===== src/rtl/gsa_pkg.sv =====
// ----------------------------------------------------------------------------
// gsa_pkg
// Shared widths, stage map, register indexes and exponential tables for the
// gaussian splat adder.
// ----------------------------------------------------------------------------
`default_nettype none

package gsa_pkg;

  localparam int MAX_DIM         = 2048;
  localparam int EXP_TABLE_DEPTH = 256;

  localparam int PIX_W      = 32;
  localparam int COORD_W    = 11;
  localparam int AMP_W      = 32;
  localparam int SCALE_W    = 32;
  localparam int CFG_IDX_W  = 2;
  localparam int CFG_DATA_W = 32;

  // Q.30 fixed point throughout the exponential path
  localparam int Q         = 30;
  localparam int D2_W      = 2 * COORD_W + 1;
  localparam int T_W       = SCALE_W + D2_W;
  // exp(-t) is zero from t = 32 on, so only t below 2^(Q+5) matters
  localparam int T_LIM_W   = Q + 5;
  localparam int EXP_IDX_W = $clog2(EXP_TABLE_DEPTH);
  localparam int EXP_PRD_W = T_LIM_W + EXP_IDX_W;
  localparam int EXP_W     = Q + 1;
  localparam int AMUL_W    = AMP_W + EXP_W;
  localparam int MAG_W     = AMUL_W - Q;
  localparam int SUM_W     = PIX_W + 2;

  // Pipeline stage map
  localparam int ST_DIFF    = 0;
  localparam int ST_D2      = 1;
  localparam int ST_T       = 2;
  localparam int ST_LOOK    = 3;
  localparam int ST_INTERP  = 4;
  localparam int ST_MUL     = 5;
  localparam int ST_OUT     = 6;
  localparam int NUM_STAGES = 7;

  typedef enum logic [CFG_IDX_W-1:0] {
    CFG_CENTER_COL     = 2'd0,
    CFG_CENTER_ROW     = 2'd1,
    CFG_PEAK_AMPLITUDE = 2'd2,
    CFG_FALLOFF_SCALE  = 2'd3
  } gsa_cfg_idx_t;

  typedef struct packed {
    logic [NUM_STAGES-1:0] en;
  } gsa_ctl_t;

  typedef logic [EXP_W-1:0] exp_word_t;
  typedef exp_word_t exp_tab_t [EXP_TABLE_DEPTH];

  // Table step in Q.30: one table entry covers 32 / EXP_TABLE_DEPTH of t
  localparam logic [63:0] EXP_X = (64'd32 << Q) / EXP_TABLE_DEPTH;

  // Shift-and-subtract quotient, evaluated at elaboration only
  function automatic logic [63:0] const_udiv(input logic [63:0] num,
                                             input logic [63:0] den);
    logic [63:0] quo;
    logic [64:0] rem;
    int          b;
    quo = '0;
    rem = '0;
    for (b = 63; b >= 0; b--) begin
      rem = {rem[63:0], num[b]};
      if (rem >= {1'b0, den}) begin
        rem    = rem - {1'b0, den};
        quo[b] = 1'b1;
      end
    end
    return quo;
  endfunction

  // Q.30 Taylor sum of exp(EXP_X), stopping at the first zero term
  function automatic logic [63:0] exp_taylor_sum();
    logic [63:0] sum;
    logic [63:0] term;
    int          n;
    sum  = 64'd0;
    term = 64'd1 << Q;
    n    = 1;
    while (term != 64'd0 && n < 64) begin
      sum  = sum + term;
      term = const_udiv(term * EXP_X, 64'(n) << Q);
      n    = n + 1;
    end
    return sum;
  endfunction

  localparam logic [63:0] EXP_SUM   = exp_taylor_sum();
  // Rounded reciprocal: the ratio from one entry to the next
  localparam logic [63:0] EXP_RATIO = ((64'd1 << 60) + (EXP_SUM >> 1)) / EXP_SUM;

  // Build the exp(-k/8) ladder; either the entries themselves or the drop
  // to the next entry, used for linear interpolation.
  function automatic exp_tab_t build_exp_tab(input bit want_delta);
    exp_tab_t    tab;
    logic [63:0] e_cur;
    logic [63:0] e_next;
    logic [63:0] e_low;
    int          k;
    e_cur = 64'd1 << Q;
    for (k = 0; k < EXP_TABLE_DEPTH; k++) begin
      e_next = (e_cur * EXP_RATIO + (64'd1 << (Q - 1))) >> Q;
      e_low  = (e_next > e_cur) ? e_cur : e_next;
      tab[k] = want_delta ? EXP_W'(e_cur - e_low) : EXP_W'(e_cur);
      e_cur  = e_next;
    end
    return tab;
  endfunction

  localparam exp_tab_t EXP_HI_TAB    = build_exp_tab(1'b0);
  localparam exp_tab_t EXP_DELTA_TAB = build_exp_tab(1'b1);

endpackage

`default_nettype wire


===== src/rtl/gsa_scale.sv =====
// ----------------------------------------------------------------------------
// gsa_scale
// Amplitude stages: magnitude times exponential, round, add and saturate.
// ----------------------------------------------------------------------------
`default_nettype none

module gsa_scale import gsa_pkg::*; (
  input  wire logic             clk,
  input  wire gsa_ctl_t         ctl,
  input  wire logic [EXP_W-1:0] e_i,
  input  wire logic [PIX_W-1:0] pix_i,
  input  wire logic             amp_neg,
  input  wire logic [AMP_W-1:0] amp_mag,
  output logic      [PIX_W-1:0] pixel_out
);

  logic [AMUL_W-1:0] prod_r, prod_nxt;
  logic [PIX_W-1:0]  pix_r;
  logic [MAG_W-1:0]  mag;
  logic [SUM_W-1:0]  pix_ext, mag_ext, sum;
  logic [PIX_W-1:0]  out_r, out_nxt;

  always_comb begin
    prod_nxt = AMUL_W'(amp_mag) * AMUL_W'(e_i);
    // round half away from zero on the magnitude
    mag      = MAG_W'((prod_r + (AMUL_W'(1) << (Q - 1))) >> Q);
    pix_ext  = {{(SUM_W-PIX_W){pix_r[PIX_W-1]}}, pix_r};
    mag_ext  = SUM_W'(mag);
    sum      = amp_neg ? (pix_ext - mag_ext) : (pix_ext + mag_ext);
    if (sum[SUM_W-1:PIX_W-1] == '0 || sum[SUM_W-1:PIX_W-1] == '1) begin
      out_nxt = sum[PIX_W-1:0];
    end else if (sum[SUM_W-1]) begin
      out_nxt = {1'b1, {(PIX_W-1){1'b0}}};
    end else begin
      out_nxt = {1'b0, {(PIX_W-1){1'b1}}};
    end
  end

  always_ff @(posedge clk) begin
    if (ctl.en[ST_MUL]) begin
      prod_r <= prod_nxt;
      pix_r  <= pix_i;
    end
    if (ctl.en[ST_OUT]) begin
      out_r <= out_nxt;
    end
  end

  assign pixel_out = out_r;

endmodule

`default_nettype wire


===== config.mk =====
export PLATFORM = sky130hd
export DESIGN_NAME = gsa_scale
export DESIGN_NICKNAME = d
export VERILOG_FILES = /design/src/rtl/gsa_pkg.sv /design/src/rtl/gsa_scale.sv
export SDC_FILE = /design/constraint.sdc
export NUM_CORES = 2
export LEC_CHECK = 0
export ABC_AREA = 1
export BUFFER_PORTS_ARGS = -buffer_cell sky130_fd_sc_hd__buf_2
export CORE_MARGIN = 5
export CORE_UTILIZATION = 51
export DETAILED_ROUTE_END_ITERATION = 10
export GPL_TIMING_DRIVEN = 0
export PLACE_DENSITY_LB_ADDON = 0.3
export SETUP_SLACK_MARGIN = 0.2
export SLEW_MARGIN = 30
export SYNTH_ARGS = -nofsm -noshare
export SYNTH_HDL_FRONTEND = slang
export SYNTH_SLANG_ARGS = --single-unit

===== constraint.sdc =====
create_clock -name clk -period 14.52 [get_ports clk]
set_clock_uncertainty 0.15 [all_clocks]
set_input_delay 1.452 -clock clk [delete_from_list [all_inputs] [get_ports clk]]
set_output_delay 1.452 -clock clk [all_outputs]
set_load 0.05 [all_outputs]

Yosys cells after proc, flatten, opt, wreduce, memory -nomap -nowiden --
Index checks and enable logic that the tools add are counted.
Word-level totals: flip-flop bits (word level) 127, input bits 104, output and inout port bits 32
Cells by class: $add $sub $neg 3, $mul 1, eq/ne operators 1, muxes and demuxes 3, reductions and logical operators 2
Operators by type and width (count):
- two-way mux 32 bit | 2
- adder 63 x 30 -> 63 bit (second input constant) | 1
- multiplier 32 x 31 -> 63 bit | 1
- adder 34 x 33 -> 34 bit | 1
- two-way mux 34 bit | 1
- subtractor 34 x 33 -> 34 bit | 1
- == test 3 bit (second input constant) | 1
- logical NOT 3 bit | 1
- logical OR 1 bit | 1

Logic depth before layout (Yosys ltp) --
word-level depth 6, gate-level depth with buffers 33, gate-level depth less buffers 32

Worst setup path after synthesis --
No wires, ideal clock.
kind input-to-reg, start in amp_mag[30], end reg prod_r[53], data pin, setup time 0.265 ns, data arrival time 7.475 ns, slack 6.630 ns, stages on the path 24, buffers on the path 1, cell sequence clkbuf_1 -> nand2_1 -> fa_1 -> inv_1 -> fa_1 -> fa_1 -> inv_1 -> fa_1 -> inv_1 -> fa_1 -> fa_1 -> fa_1 -> inv_1 -> fa_1 -> inv_1 -> ha_1 -> nand2_1 -> nor2_1 -> inv_1 -> nor2_1 -> nand3_1 -> or3b_2 -> o211ai_1 -> xor2_1
On the way: longest elaborated chain between the ends 1
Ends and longest elaborated chain:
- start: declaration | RTL line gsa_scale.sv:13 | input wire logic [AMP_W-1:0] amp_mag,
- multiplier 32 x 31 -> 63 bit | RTL line gsa_scale.sv:24 | prod_nxt = AMUL_W'(amp_mag) * AMUL_W'(e_i);
- net prod_nxt[53] | RTL line gsa_scale.sv:17 | logic [AMUL_W-1:0] prod_r, prod_nxt;
- end signal: assignment | RTL line gsa_scale.sv:41 | prod_r <= prod_nxt;
- end: declaration | RTL line gsa_scale.sv:17
The timed path passes the listed nets, and every way through them passes these cells. A chain may end at the register's enable or synchronous reset.

Worst setup path in the final report --
start in amp_mag[1], end reg prod_r[53], data pin
Same word-level chain as after synthesis.

==> flow_summary.ini <==
[grt]
grt_pass1_vias = 34400
grt_use_total_pct = 33.6
antenna_found_initial = 2
grt_max_degree = 42
grt_pass1_wl_mm = 213
grt-ovfl-total = 0

[finish]
diodes = 0
final_cell_area_sq_um = 42400
fin_nets = 6580
area_delta_synth_final_pct = 5.95
mostFrequentLayoutCells = 1,565 x inv_1, 1,407 x nand2_1, 866 x fa_1
final_common_cell = inv_1
utilization_pct = 54.6
fill_cells = 7545
layout-drive-gt1-share_pct = 4.15

[logic_synthesis]
synth_cells = 5176
syn_nets = 6434
synth_ff_type = edfxtp_1
synth_seq_area_share_pct = 7.36
synth_edf_count = 98
syn_area_per_cell_sq_um = 7.73
synth-async-reset-ratio_pct = 0
ys_types = 43
yosys_warnings = 0
synth_seq_cells = 98
syn_area_sq_um = 40000

[timing]
rsz0062_at_grt = false
final_hold_viol_count = 0
relSlewSlack_pct = 23.5
fin_crit_ns = 9.51
drv_slew = 0
clock.fmax_mhz = 105
final.setup.worst_slack_ns = 5.01
setup_viol = 0
tns_ns = 0
finalCritPeriodShare_pct = 65.5
worst_pin_slew_ns = 1.15

[routing]
drt-wirelength-per-cell_um = 22.4
drc = 0
drt-vias-per-instance = 5.35
drt_wl_total_mm = 143
dr.pass1.iters = 8
drt_iter0_drc = 3502
ant_nets = 0
vias = 34100

[floorplanning]
num_io_pins = 136
coreArea_sq_um = 77600
dieArea_sq_um = 84200
rows = 102
die_x_um = 290
start_util_pct = 51.6
die_h_um = 290

[clock_tree]
postCtsHoldBufs = 0
cts_tree = yes
cts_resized = 0
cts_buffers = 9
cts_max_level = 3
cts-root-buf = clkbuf_16
clock-sinks = 98
clkLatencyLatePin_ns = 0.36
clk_pin_slew_ns = 0.08
clockBufferDepth = 2
cts_setup_buffers = 0

[placed_design]
gp_congestion = 1.07
hpwl_mm = 121
preCtsSetupSlack_ns = 4.91
port_buffers = 130
post_dp_cell_area_sq_um = 42000

[worst_setup_path]
worstSetupPathType = in2reg
start_kind = input port
critPathRequiredTime_ns = 14.55
end_kind = register
cp.arrival_ns = 9.54
worst-path-max-fanout = 10

[run]
cap_violations = 0

[hold_path]
holdCritPathClass = reg2reg

[outcome]
status = completed
[cell families after synthesis]
| kind of cell | share of synthesized area, % |
|---|---|
| simple gates | 17.2 |
| fa+ha+maj | 52.3 |
| flops | 7.36 |
| buf+inv | 16.7 |
| xor+xnor | 2.23 |
| compound gates | 4.21 |
[final timing paths]
| path | slack (ns) | to | cells past startpoint | start |
|---|---|---|---|---|
| worst max-delay path | 5.01 | prod_r[53]$_DFFE_PP_ | 24 | amp_mag[1] |
| worst min register to register | 0.60 | pixel_out[1]$_DFFE_PP_ | 3 | pix_r[1]$_DFFE_PP_ |
| worst max register to register | 8.96 | pixel_out[4]$_DFFE_PP_ | 27 | prod_r[29]$_DFFE_PP_ |
| worst min-delay path | 0.60 | pixel_out[1]$_DFFE_PP_ | 3 | pix_r[1]$_DFFE_PP_ |
[through the flow]
step	cells	hold slack [ns]
after floorplan	5176	0.562
after global placement	6346	0.594
after CTS	6366	0.596
after global routing	6367	0.636
after detailed placement	6350	0.583
final	6367	0.599
[synthesized netlist by cell type, drive strengths merged (13+ instances only)]
cell type  number  share of area, %
clkbuf        188               1.8
a21oi         139               1.7
nor3           17              0.21
o21a           13              0.24
xnor2          34              0.74
nand3          73              0.95
nand2        1412                13
inv          1568                15
nand4          17              0.27
fa            866                43
nor2          230               2.3
a31oi          27              0.42
ha            288               9.0
o21ai          78              0.98
edfxtp         98               7.4
xor2           68               1.5
[flip-flops by register name (all words and copies together) (netlist names)]
register,count
prod_r,34
pixel_out,32
pix_r,32
[metal layers]
layer  GRT usage [%]  vias up  share of wire [%]
met5               0        -             0.0084
met4            14.9        2                6.0
met3            10.0      464                 13
met2            50.9     1972                 43
met1            45.0    16600                 39
li1                -    15000                  -
[critical path, cell delays in order]
cell      delay (ns)
buf_2           0.14
clkbuf_1        0.68
buf_1           0.69
nand2_1         0.18
fa_1            0.46
inv_1           0.11
fa_1            0.49
fa_1            0.60
fa_1            0.48
fa_1            0.42
fa_1            0.44
fa_1            0.51
inv_1           0.05
fa_1            0.68
inv_1           0.09
ha_1            0.39
nand2_1         0.12
nor2_1          0.26
inv_1           0.07
nor2_1          0.24
nand3_1         0.09
or3b_2          0.48
o211ai_1        0.14
xor2_1          0.25
[final cells by class]
| class | instances | area, sq um | share of cell area, % |
|---|---|---|---|
| clock inverter | 7 | 87.6 | 0.207 |
| sequential | 98 | 2940 | 6.94 |
| clock buffer | 9 | 225 | 0.531 |
| timing repair buffer | 135 | 718 | 1.69 |
| inverter | 1568 | 5890 | 13.9 |
| tap | 1040 | 1300 | 3.07 |
| multi-input combinational | 3311 | 30400 | 71.7 |
| buffer | 199 | 840 | 1.98 |
Power is not shown: default switching activity piles up to over one toggle a cycle in this logic, so the estimate is an artifact.
