$ cat src/rtl/gsa_pkg.sv
// ----------------------------------------------------------------------------
// gsa_pkg
// Shared widths, stage map, register indexes and exponential tables for the
// gaussian splat adder.
// ----------------------------------------------------------------------------
`default_nettype none

package gsa_pkg;

  localparam int MAX_DIM         = 2048;
  localparam int EXP_TABLE_DEPTH = 256;

  localparam int PIX_W      = 32;
  localparam int COORD_W    = 11;
  localparam int AMP_W      = 32;
  localparam int SCALE_W    = 32;
  localparam int CFG_IDX_W  = 2;
  localparam int CFG_DATA_W = 32;

  // Q.30 fixed point throughout the exponential path
  localparam int Q         = 30;
  localparam int D2_W      = 2 * COORD_W + 1;
  localparam int T_W       = SCALE_W + D2_W;
  // exp(-t) is zero from t = 32 on, so only t below 2^(Q+5) matters
  localparam int T_LIM_W   = Q + 5;
  localparam int EXP_IDX_W = $clog2(EXP_TABLE_DEPTH);
  localparam int EXP_PRD_W = T_LIM_W + EXP_IDX_W;
  localparam int EXP_W     = Q + 1;
  localparam int AMUL_W    = AMP_W + EXP_W;
  localparam int MAG_W     = AMUL_W - Q;
  localparam int SUM_W     = PIX_W + 2;

  // Pipeline stage map
  localparam int ST_DIFF    = 0;
  localparam int ST_D2      = 1;
  localparam int ST_T       = 2;
  localparam int ST_LOOK    = 3;
  localparam int ST_INTERP  = 4;
  localparam int ST_MUL     = 5;
  localparam int ST_OUT     = 6;
  localparam int NUM_STAGES = 7;

  typedef enum logic [CFG_IDX_W-1:0] {
    CFG_CENTER_COL     = 2'd0,
    CFG_CENTER_ROW     = 2'd1,
    CFG_PEAK_AMPLITUDE = 2'd2,
    CFG_FALLOFF_SCALE  = 2'd3
  } gsa_cfg_idx_t;

  typedef struct packed {
    logic [NUM_STAGES-1:0] en;
  } gsa_ctl_t;

  typedef logic [EXP_W-1:0] exp_word_t;
  typedef exp_word_t exp_tab_t [EXP_TABLE_DEPTH];

  // Table step in Q.30: one table entry covers 32 / EXP_TABLE_DEPTH of t
  localparam logic [63:0] EXP_X = (64'd32 << Q) / EXP_TABLE_DEPTH;

  // Shift-and-subtract quotient, evaluated at elaboration only
  function automatic logic [63:0] const_udiv(input logic [63:0] num,
                                             input logic [63:0] den);
    logic [63:0] quo;
    logic [64:0] rem;
    int          b;
    quo = '0;
    rem = '0;
    for (b = 63; b >= 0; b--) begin
      rem = {rem[63:0], num[b]};
      if (rem >= {1'b0, den}) begin
        rem    = rem - {1'b0, den};
        quo[b] = 1'b1;
      end
    end
    return quo;
  endfunction

  // Q.30 Taylor sum of exp(EXP_X), stopping at the first zero term
  function automatic logic [63:0] exp_taylor_sum();
    logic [63:0] sum;
    logic [63:0] term;
    int          n;
    sum  = 64'd0;
    term = 64'd1 << Q;
    n    = 1;
    while (term != 64'd0 && n < 64) begin
      sum  = sum + term;
      term = const_udiv(term * EXP_X, 64'(n) << Q);
      n    = n + 1;
    end
    return sum;
  endfunction

  localparam logic [63:0] EXP_SUM   = exp_taylor_sum();
  // Rounded reciprocal: the ratio from one entry to the next
  localparam logic [63:0] EXP_RATIO = ((64'd1 << 60) + (EXP_SUM >> 1)) / EXP_SUM;

  // Build the exp(-k/8) ladder; either the entries themselves or the drop
  // to the next entry, used for linear interpolation.
  function automatic exp_tab_t build_exp_tab(input bit want_delta);
    exp_tab_t    tab;
    logic [63:0] e_cur;
    logic [63:0] e_next;
    logic [63:0] e_low;
    int          k;
    e_cur = 64'd1 << Q;
    for (k = 0; k < EXP_TABLE_DEPTH; k++) begin
      e_next = (e_cur * EXP_RATIO + (64'd1 << (Q - 1))) >> Q;
      e_low  = (e_next > e_cur) ? e_cur : e_next;
      tab[k] = want_delta ? EXP_W'(e_cur - e_low) : EXP_W'(e_cur);
      e_cur  = e_next;
    end
    return tab;
  endfunction

  localparam exp_tab_t EXP_HI_TAB    = build_exp_tab(1'b0);
  localparam exp_tab_t EXP_DELTA_TAB = build_exp_tab(1'b1);

endpackage

`default_nettype wire

$ cat src/rtl/gsa_geom.sv
// ----------------------------------------------------------------------------
// gsa_geom
// Distance stages: clamp and difference, squared distance, scaled exponent.
// ----------------------------------------------------------------------------
`default_nettype none

module gsa_geom import gsa_pkg::*; (
  input  wire logic               clk,
  input  wire gsa_ctl_t           ctl,
  input  wire logic [COORD_W-1:0] center_col,
  input  wire logic [COORD_W-1:0] center_row,
  input  wire logic [SCALE_W-1:0] scale,
  input  wire logic [PIX_W-1:0]   pix_i,
  input  wire logic [COORD_W-1:0] col_i,
  input  wire logic [COORD_W-1:0] row_i,
  output logic      [T_W-1:0]     t_o,
  output logic      [PIX_W-1:0]   pix_o
);

  function automatic logic [COORD_W-1:0] clamp_coord(input logic [COORD_W-1:0] v);
    if (32'(v) >= MAX_DIM) begin
      return COORD_W'(MAX_DIM - 1);
    end
    return v;
  endfunction

  function automatic logic [COORD_W-1:0] abs_diff(input logic [COORD_W-1:0] a,
                                                  input logic [COORD_W-1:0] b);
    return (a >= b) ? (a - b) : (b - a);
  endfunction

  logic [COORD_W-1:0]   dx_r, dx_nxt, dy_r, dy_nxt;
  logic [D2_W-1:0]      d2_r, d2_nxt;
  logic [T_W-1:0]       t_r, t_nxt;
  logic [PIX_W-1:0]     pix_a_r, pix_b_r, pix_c_r;
  logic [2*COORD_W-1:0] sqx, sqy;

  always_comb begin
    dx_nxt = abs_diff(clamp_coord(col_i), clamp_coord(center_col));
    dy_nxt = abs_diff(clamp_coord(row_i), clamp_coord(center_row));
    sqx    = (2*COORD_W)'(dx_r) * (2*COORD_W)'(dx_r);
    sqy    = (2*COORD_W)'(dy_r) * (2*COORD_W)'(dy_r);
    d2_nxt = D2_W'(sqx) + D2_W'(sqy);
    t_nxt  = T_W'(scale) * T_W'(d2_r);
  end

  always_ff @(posedge clk) begin
    if (ctl.en[ST_DIFF]) begin
      dx_r    <= dx_nxt;
      dy_r    <= dy_nxt;
      pix_a_r <= pix_i;
    end
    if (ctl.en[ST_D2]) begin
      d2_r    <= d2_nxt;
      pix_b_r <= pix_a_r;
    end
    if (ctl.en[ST_T]) begin
      t_r     <= t_nxt;
      pix_c_r <= pix_b_r;
    end
  end

  assign t_o   = t_r;
  assign pix_o = pix_c_r;

endmodule

`default_nettype wire

$ cat config.mk
export PLATFORM = sky130hd
export DESIGN_NAME = gsa_geom
export DESIGN_NICKNAME = d
export VERILOG_FILES = /design/src/rtl/gsa_pkg.sv /design/src/rtl/gsa_geom.sv
export SDC_FILE = /design/constraint.sdc
export NUM_CORES = 2
export LEC_CHECK = 0
export BUFFER_PORTS_ARGS = -buffer_cell sky130_fd_sc_hd__buf_2
export CAP_MARGIN = 20
export CORE_UTILIZATION = 55
export CTS_CLUSTER_SIZE = 14
export DETAILED_ROUTE_END_ITERATION = 10
export HOLD_SLACK_MARGIN = 0.02
export PLACE_DENSITY = 0.73
export RECOVER_POWER = 50
export SLEW_MARGIN = 0
export SYNTH_ARGS = -nofsm -noshare
export SYNTH_HDL_FRONTEND = slang
export SYNTH_SLANG_ARGS = --single-unit
$ cat constraint.sdc
create_clock -name clk -period 9 [get_ports clk]
set_clock_uncertainty 0.1 [all_clocks]
set_input_delay 0.45 -clock clk [delete_from_list [all_inputs] [get_ports clk]]
set_output_delay 0.45 -clock clk [all_outputs]
set_load 0.02 [all_outputs]
Word-level counts from Yosys, hierarchy flattened:

Cells that the tools add are included.

* output and inout port bits: 87
* flip-flop bits (word level): 196
* word-level logic and storage cells: 19
* input port bits: 116

* $mul: 3
* add/subtract/negate cells: 5
* $lt $le $gt $ge: 2
* mux-type cells: 2

Operators by type and width (number)
* multiplier 32 x 23 -> 55 bit: 1
* multiplier 11 x 11 -> 22 bit: 2
* subtractor 11 bit: 4
* adder 22 x 22 -> 23 bit: 1
* >= comparator 11 bit: 2
* 2-to-1 mux 11 bit: 2

Logic depth before layout (Yosys ltp):

* depth after elaboration: 2
* mapped depth: 27
* gate-level depth less buffers: 25

Worst setup path before layout:

OpenSTA, ideal clock, no wires.

* path type: input-to-reg
* start point: in scale[13]
* end point: reg t_r[48] (netlist: t_o[48]), data pin
* arrival time: 6454 ps
* setup slack: 2181 ps
* setup time: 265 ps
* stages: 23
* path buffers: 2
* required time: 8635 ps
* path through: clkbuf_1 nand2_1 fa_1 fa_1 fa_1 fa_1 fa_1 inv_1 fa_1 inv_1 fa_1 inv_1 ha_1 buf_4 a21oi_1 nor2_1 nor4_1 nand3_1 a211oi_2 nor3_1 or4_1 a31oi_1 xnor2_1

* cells in the longest elaborated chain, start to end: 1

Ends and longest elaborated chain
* start: declaration: RTL line gsa_geom.sv:12 `input wire logic [SCALE_W-1:0] scale,`
* multiplier 32 x 23 -> 55 bit: RTL line gsa_geom.sv:44 `t_nxt = T_W'(scale) * T_W'(d2_r);`
* via t_nxt[48]: RTL line gsa_geom.sv:34 `logic [T_W-1:0] t_r, t_nxt;`
* end signal: assignment: RTL line gsa_geom.sv:58 `t_r <= t_nxt;`
* end: declaration: RTL line gsa_geom.sv:34

The timed path passes the listed nets, and every way through them passes these cells.
A chain may end at the register's enable or synchronous reset.

Final worst setup path:

* start point: reg d2_r[18]
* end point: reg t_r[48] (netlist: t_o[48]), data pin

* cells in the longest elaborated chain, start to end: 1

Ends and longest elaborated chain
* start: declaration: RTL line gsa_geom.sv:33 `logic [D2_W-1:0] d2_r, d2_nxt;`
* start signal: assignment: RTL line gsa_geom.sv:54 `d2_r <= d2_nxt;`
* multiplier 32 x 23 -> 55 bit: RTL line gsa_geom.sv:44
* via t_nxt[48]: RTL line gsa_geom.sv:34

The timed path passes the listed nets, and every way through them passes these cells.

==> flow_summary.json <==
{
  "outcome": "finished, violations left",
  "violations": "capacitance limit, slew limit",
  "synth_seq_area_share_pct": 15.4,
  "place_ws_ps": 1080,
  "worstPathMaxFanout": 21,
  "hold_viol_final": 0,
  "syn2layout_area_growth_pct": 6.97,
  "postCtsResizedCells": 0,
  "max_freq_ghz": 0.123,
  "h-tree-depth": 4,
  "cts_num_sinks": 196,
  "rows": 96,
  "vias": 26600,
  "fillers": 5866,
  "fin_crit_sh_pct": 90.2,
  "clockBufferDepth": 2,
  "dr.pass1.iters": 5,
  "cp.required_ps": 9120,
  "synth.top_cells.by_count": "inv_1, fa_1, nand2_1",
  "post_drt_wl_per_cell_um": 18.3,
  "clock_latency_ps": 500,
  "worstPathArrival_ps": 8240,
  "drc_errors": 0,
  "synth-edff-count": 196,
  "postRouteAntennaNets": 0,
  "pin_count": 203,
  "crit_type": "reg -> reg",
  "drt_wl_total_um": 91000,
  "synth_area_leaders": "fa_1, edfxtp_1, ha_1, inv_1, and2_1",
  "cts-buffers-inserted": 17,
  "dp_hpwl_um": 69300,
  "cp-end-kind": "register",
  "cpMaxStageDelayCell": "edfxtp_1",
  "die_width_um": 266,
  "synth-seq-cells": 196,
  "syn_avg_cell_area_um2": 9.78,
  "synth_ff_type": "edfxtp_1",
  "yosysTopAreaCellShare_pct": 41.6,
  "grt_pass1_wl_um": 149000,
  "setup_viol": 0,
  "cts_root_buf": "clkbuf_16",
  "hold-worst-slack_ps": 298,
  "portBuffers": 198,
  "detail_route.iter0.violations": 1572,
  "synth_most_common_cell": "inv_1",
  "post-route-util_pct": 59.6,
  "syn_nets": 5152,
  "core_area_mm2": 0.0687,
  "syn-instance-count": 3916,
  "fin_crit_ps": 8120,
  "globalplace.congestion": 0.911,
  "cts_tree": "built",
  "synth_area_leader_cell": "fa_1",
  "async_reset_ff_share_pct": 0,
  "final.setup.tns_ps": 0,
  "grt_util_all_layers_pct": 27.2,
  "slew_violations": 175,
  "num-nets-final": 5259,
  "crit_path_frequent_cell": "fa_1",
  "synthesis.area_mm2": 0.0383,
  "cp_cell_sequence": "buf_4, nand2_1, fa_1, inv_1, fa_1, fa_1, fa_1, fa_1, fa_1, inv_1, fa_1, inv_1, ha_1, a21oi_1, o21ai_0, nor4_1, nand3_1, a211oi_2, nor3_1, or4_1, a31oi_1, xnor2_1",
  "dieHeight_um": 266,
  "grt_max_degree": 64,
  "hold_class": "in -> reg",
  "synth_cell_types": 70,
  "worst_pin_slew_ps": 3400,
  "rsz0062_at_grt": "no",
  "clkSlewWorstSetupHoldPaths_ps": 90,
  "grt_pass1_vias": 28800,
  "dieArea_mm2": 0.0707,
  "start_util_pct": 55.7,
  "drv_cap": 3,
  "antenna_found_initial": 1,
  "multi_input_comb_area_mm2": 0.0280,
  "grt_overflow": 0,
  "timing.final.ws_setup_ps": 883,
  "critical_path.max_stage_delay_ps": 1150,
  "seqCellArea_mm2": 0.00589,
  "slew_headroom_pct": -127,
  "startpoint_type": "register",
  "final_layout_size_suffix_gt1_share_pct": 7.06,
  "via_per_inst": 5.36,
  "yosys_warnings": 0
}
==> cells by family after synthesis <==
group,after synthesis,share of synthesized area [%]
multiplexers,11,0.297
adder cells (fa/ha/maj),1120,52.2
flip-flops,196,15.4
XOR/XNOR,98,2.24
AND/OR/NAND/NOR,1054,13.5
buffers and inverters,1156,11.5
AO/OA/AOI/OAI,281,4.88
==> critical path, delay by kind of cell (launching register included) <==
| family | cells | cell delay [ps] |
|---|---|---|
| fa+ha+maj | 8 | 3810 |
| xor+xnor | 1 | 100 |
| compound gates | 4 | 1040 |
| simple gates | 5 | 1130 |
| buf+inv | 4 | 500 |
| flops | 1 | 1150 |
==> through the flow <==
| stage | area (um^2) | std cells |
|---|---|---|
| global route | 41000 | 4968 |
| global placement | 40000 | 4902 |
| floorplan | 38300 | 3916 |
| CTS | 41000 | 4967 |
| finish | 41000 | 4968 |
| detailed placement | 40000 | 4903 |
==> final timing paths <==
kind,from,endpoint,slack [ps],cells after the start
worst max-delay path,d2_r[18],t_o[48],880,22
worst min-delay path,row_i[0],dy_r[0],300,3
worst max register to register,d2_r[18],t_o[48],880,22
worst min register to register,pix_b_r[1],pix_o[1],320,0
==> state kept, by name, summed over array words and instances, names as in the netlist <==
name / flops
t_o: 55
pix_a_r: 32
pix_b_r: 32
pix_o: 32
d2_r: 23
dx_r: 11
dy_r: 11
==> layout make-up <==
| type | count | area share, % |
|---|---|---|
| diodes | 1 | 0.00611 |
| clock buffers | 17 | 1.04 |
| clock inverters | 15 | 0.577 |
| repair buffers | 267 | 3.87 |
| well taps | 931 | 2.84 |
| flip-flops and latches | 196 | 14.4 |
| multi-input cells | 2564 | 68.3 |
| inverters | 977 | 8.95 |
==> placed cells by master, fill, tap and decap left out, drive strengths merged, types with 6 or more instances in the layout <==
| cell type | count |
|---|---|
| a31oi | 10 |
| o21ai | 55 |
| clkbuf | 25 |
| o211ai | 6 |
| fa | 796 |
| edfxtp | 196 |
| and2 | 380 |
| nor3 | 8 |
| mux2i | 8 |
| nor2b | 20 |
| o21bai | 17 |
| nand3 | 16 |
| a21o | 47 |
| ha | 324 |
| nand2 | 525 |
| and3 | 8 |
| a211oi | 7 |
| dlygate4sd3 | 32 |
| buf | 227 |
| inv | 984 |
| nand2b | 10 |
| clkinv | 7 |
| nor2 | 45 |
| nand4 | 22 |
| a21oi | 94 |
| xnor2 | 56 |
| xor2 | 42 |
==> timing repair <==
action                    in CTS  in global routing
hold buffers                  32                  0
hold endpoints to repair      32                  0
buffers inserted               0                  0
==> metal layers <==
| layer | part of all wire (%) | track usage [%] |
|---|---|---|
| met1 | 37 | 33.0 |
| met2 | 52 | 48.4 |
| met5 | 0 | 0 |
| met4 | 4.4 | 11.5 |
| met3 | 6.6 | 4.00 |
Power is left out: the tool's default activity adds up to more than one toggle a clock period on the data nets, which glitch-free logic cannot reach.
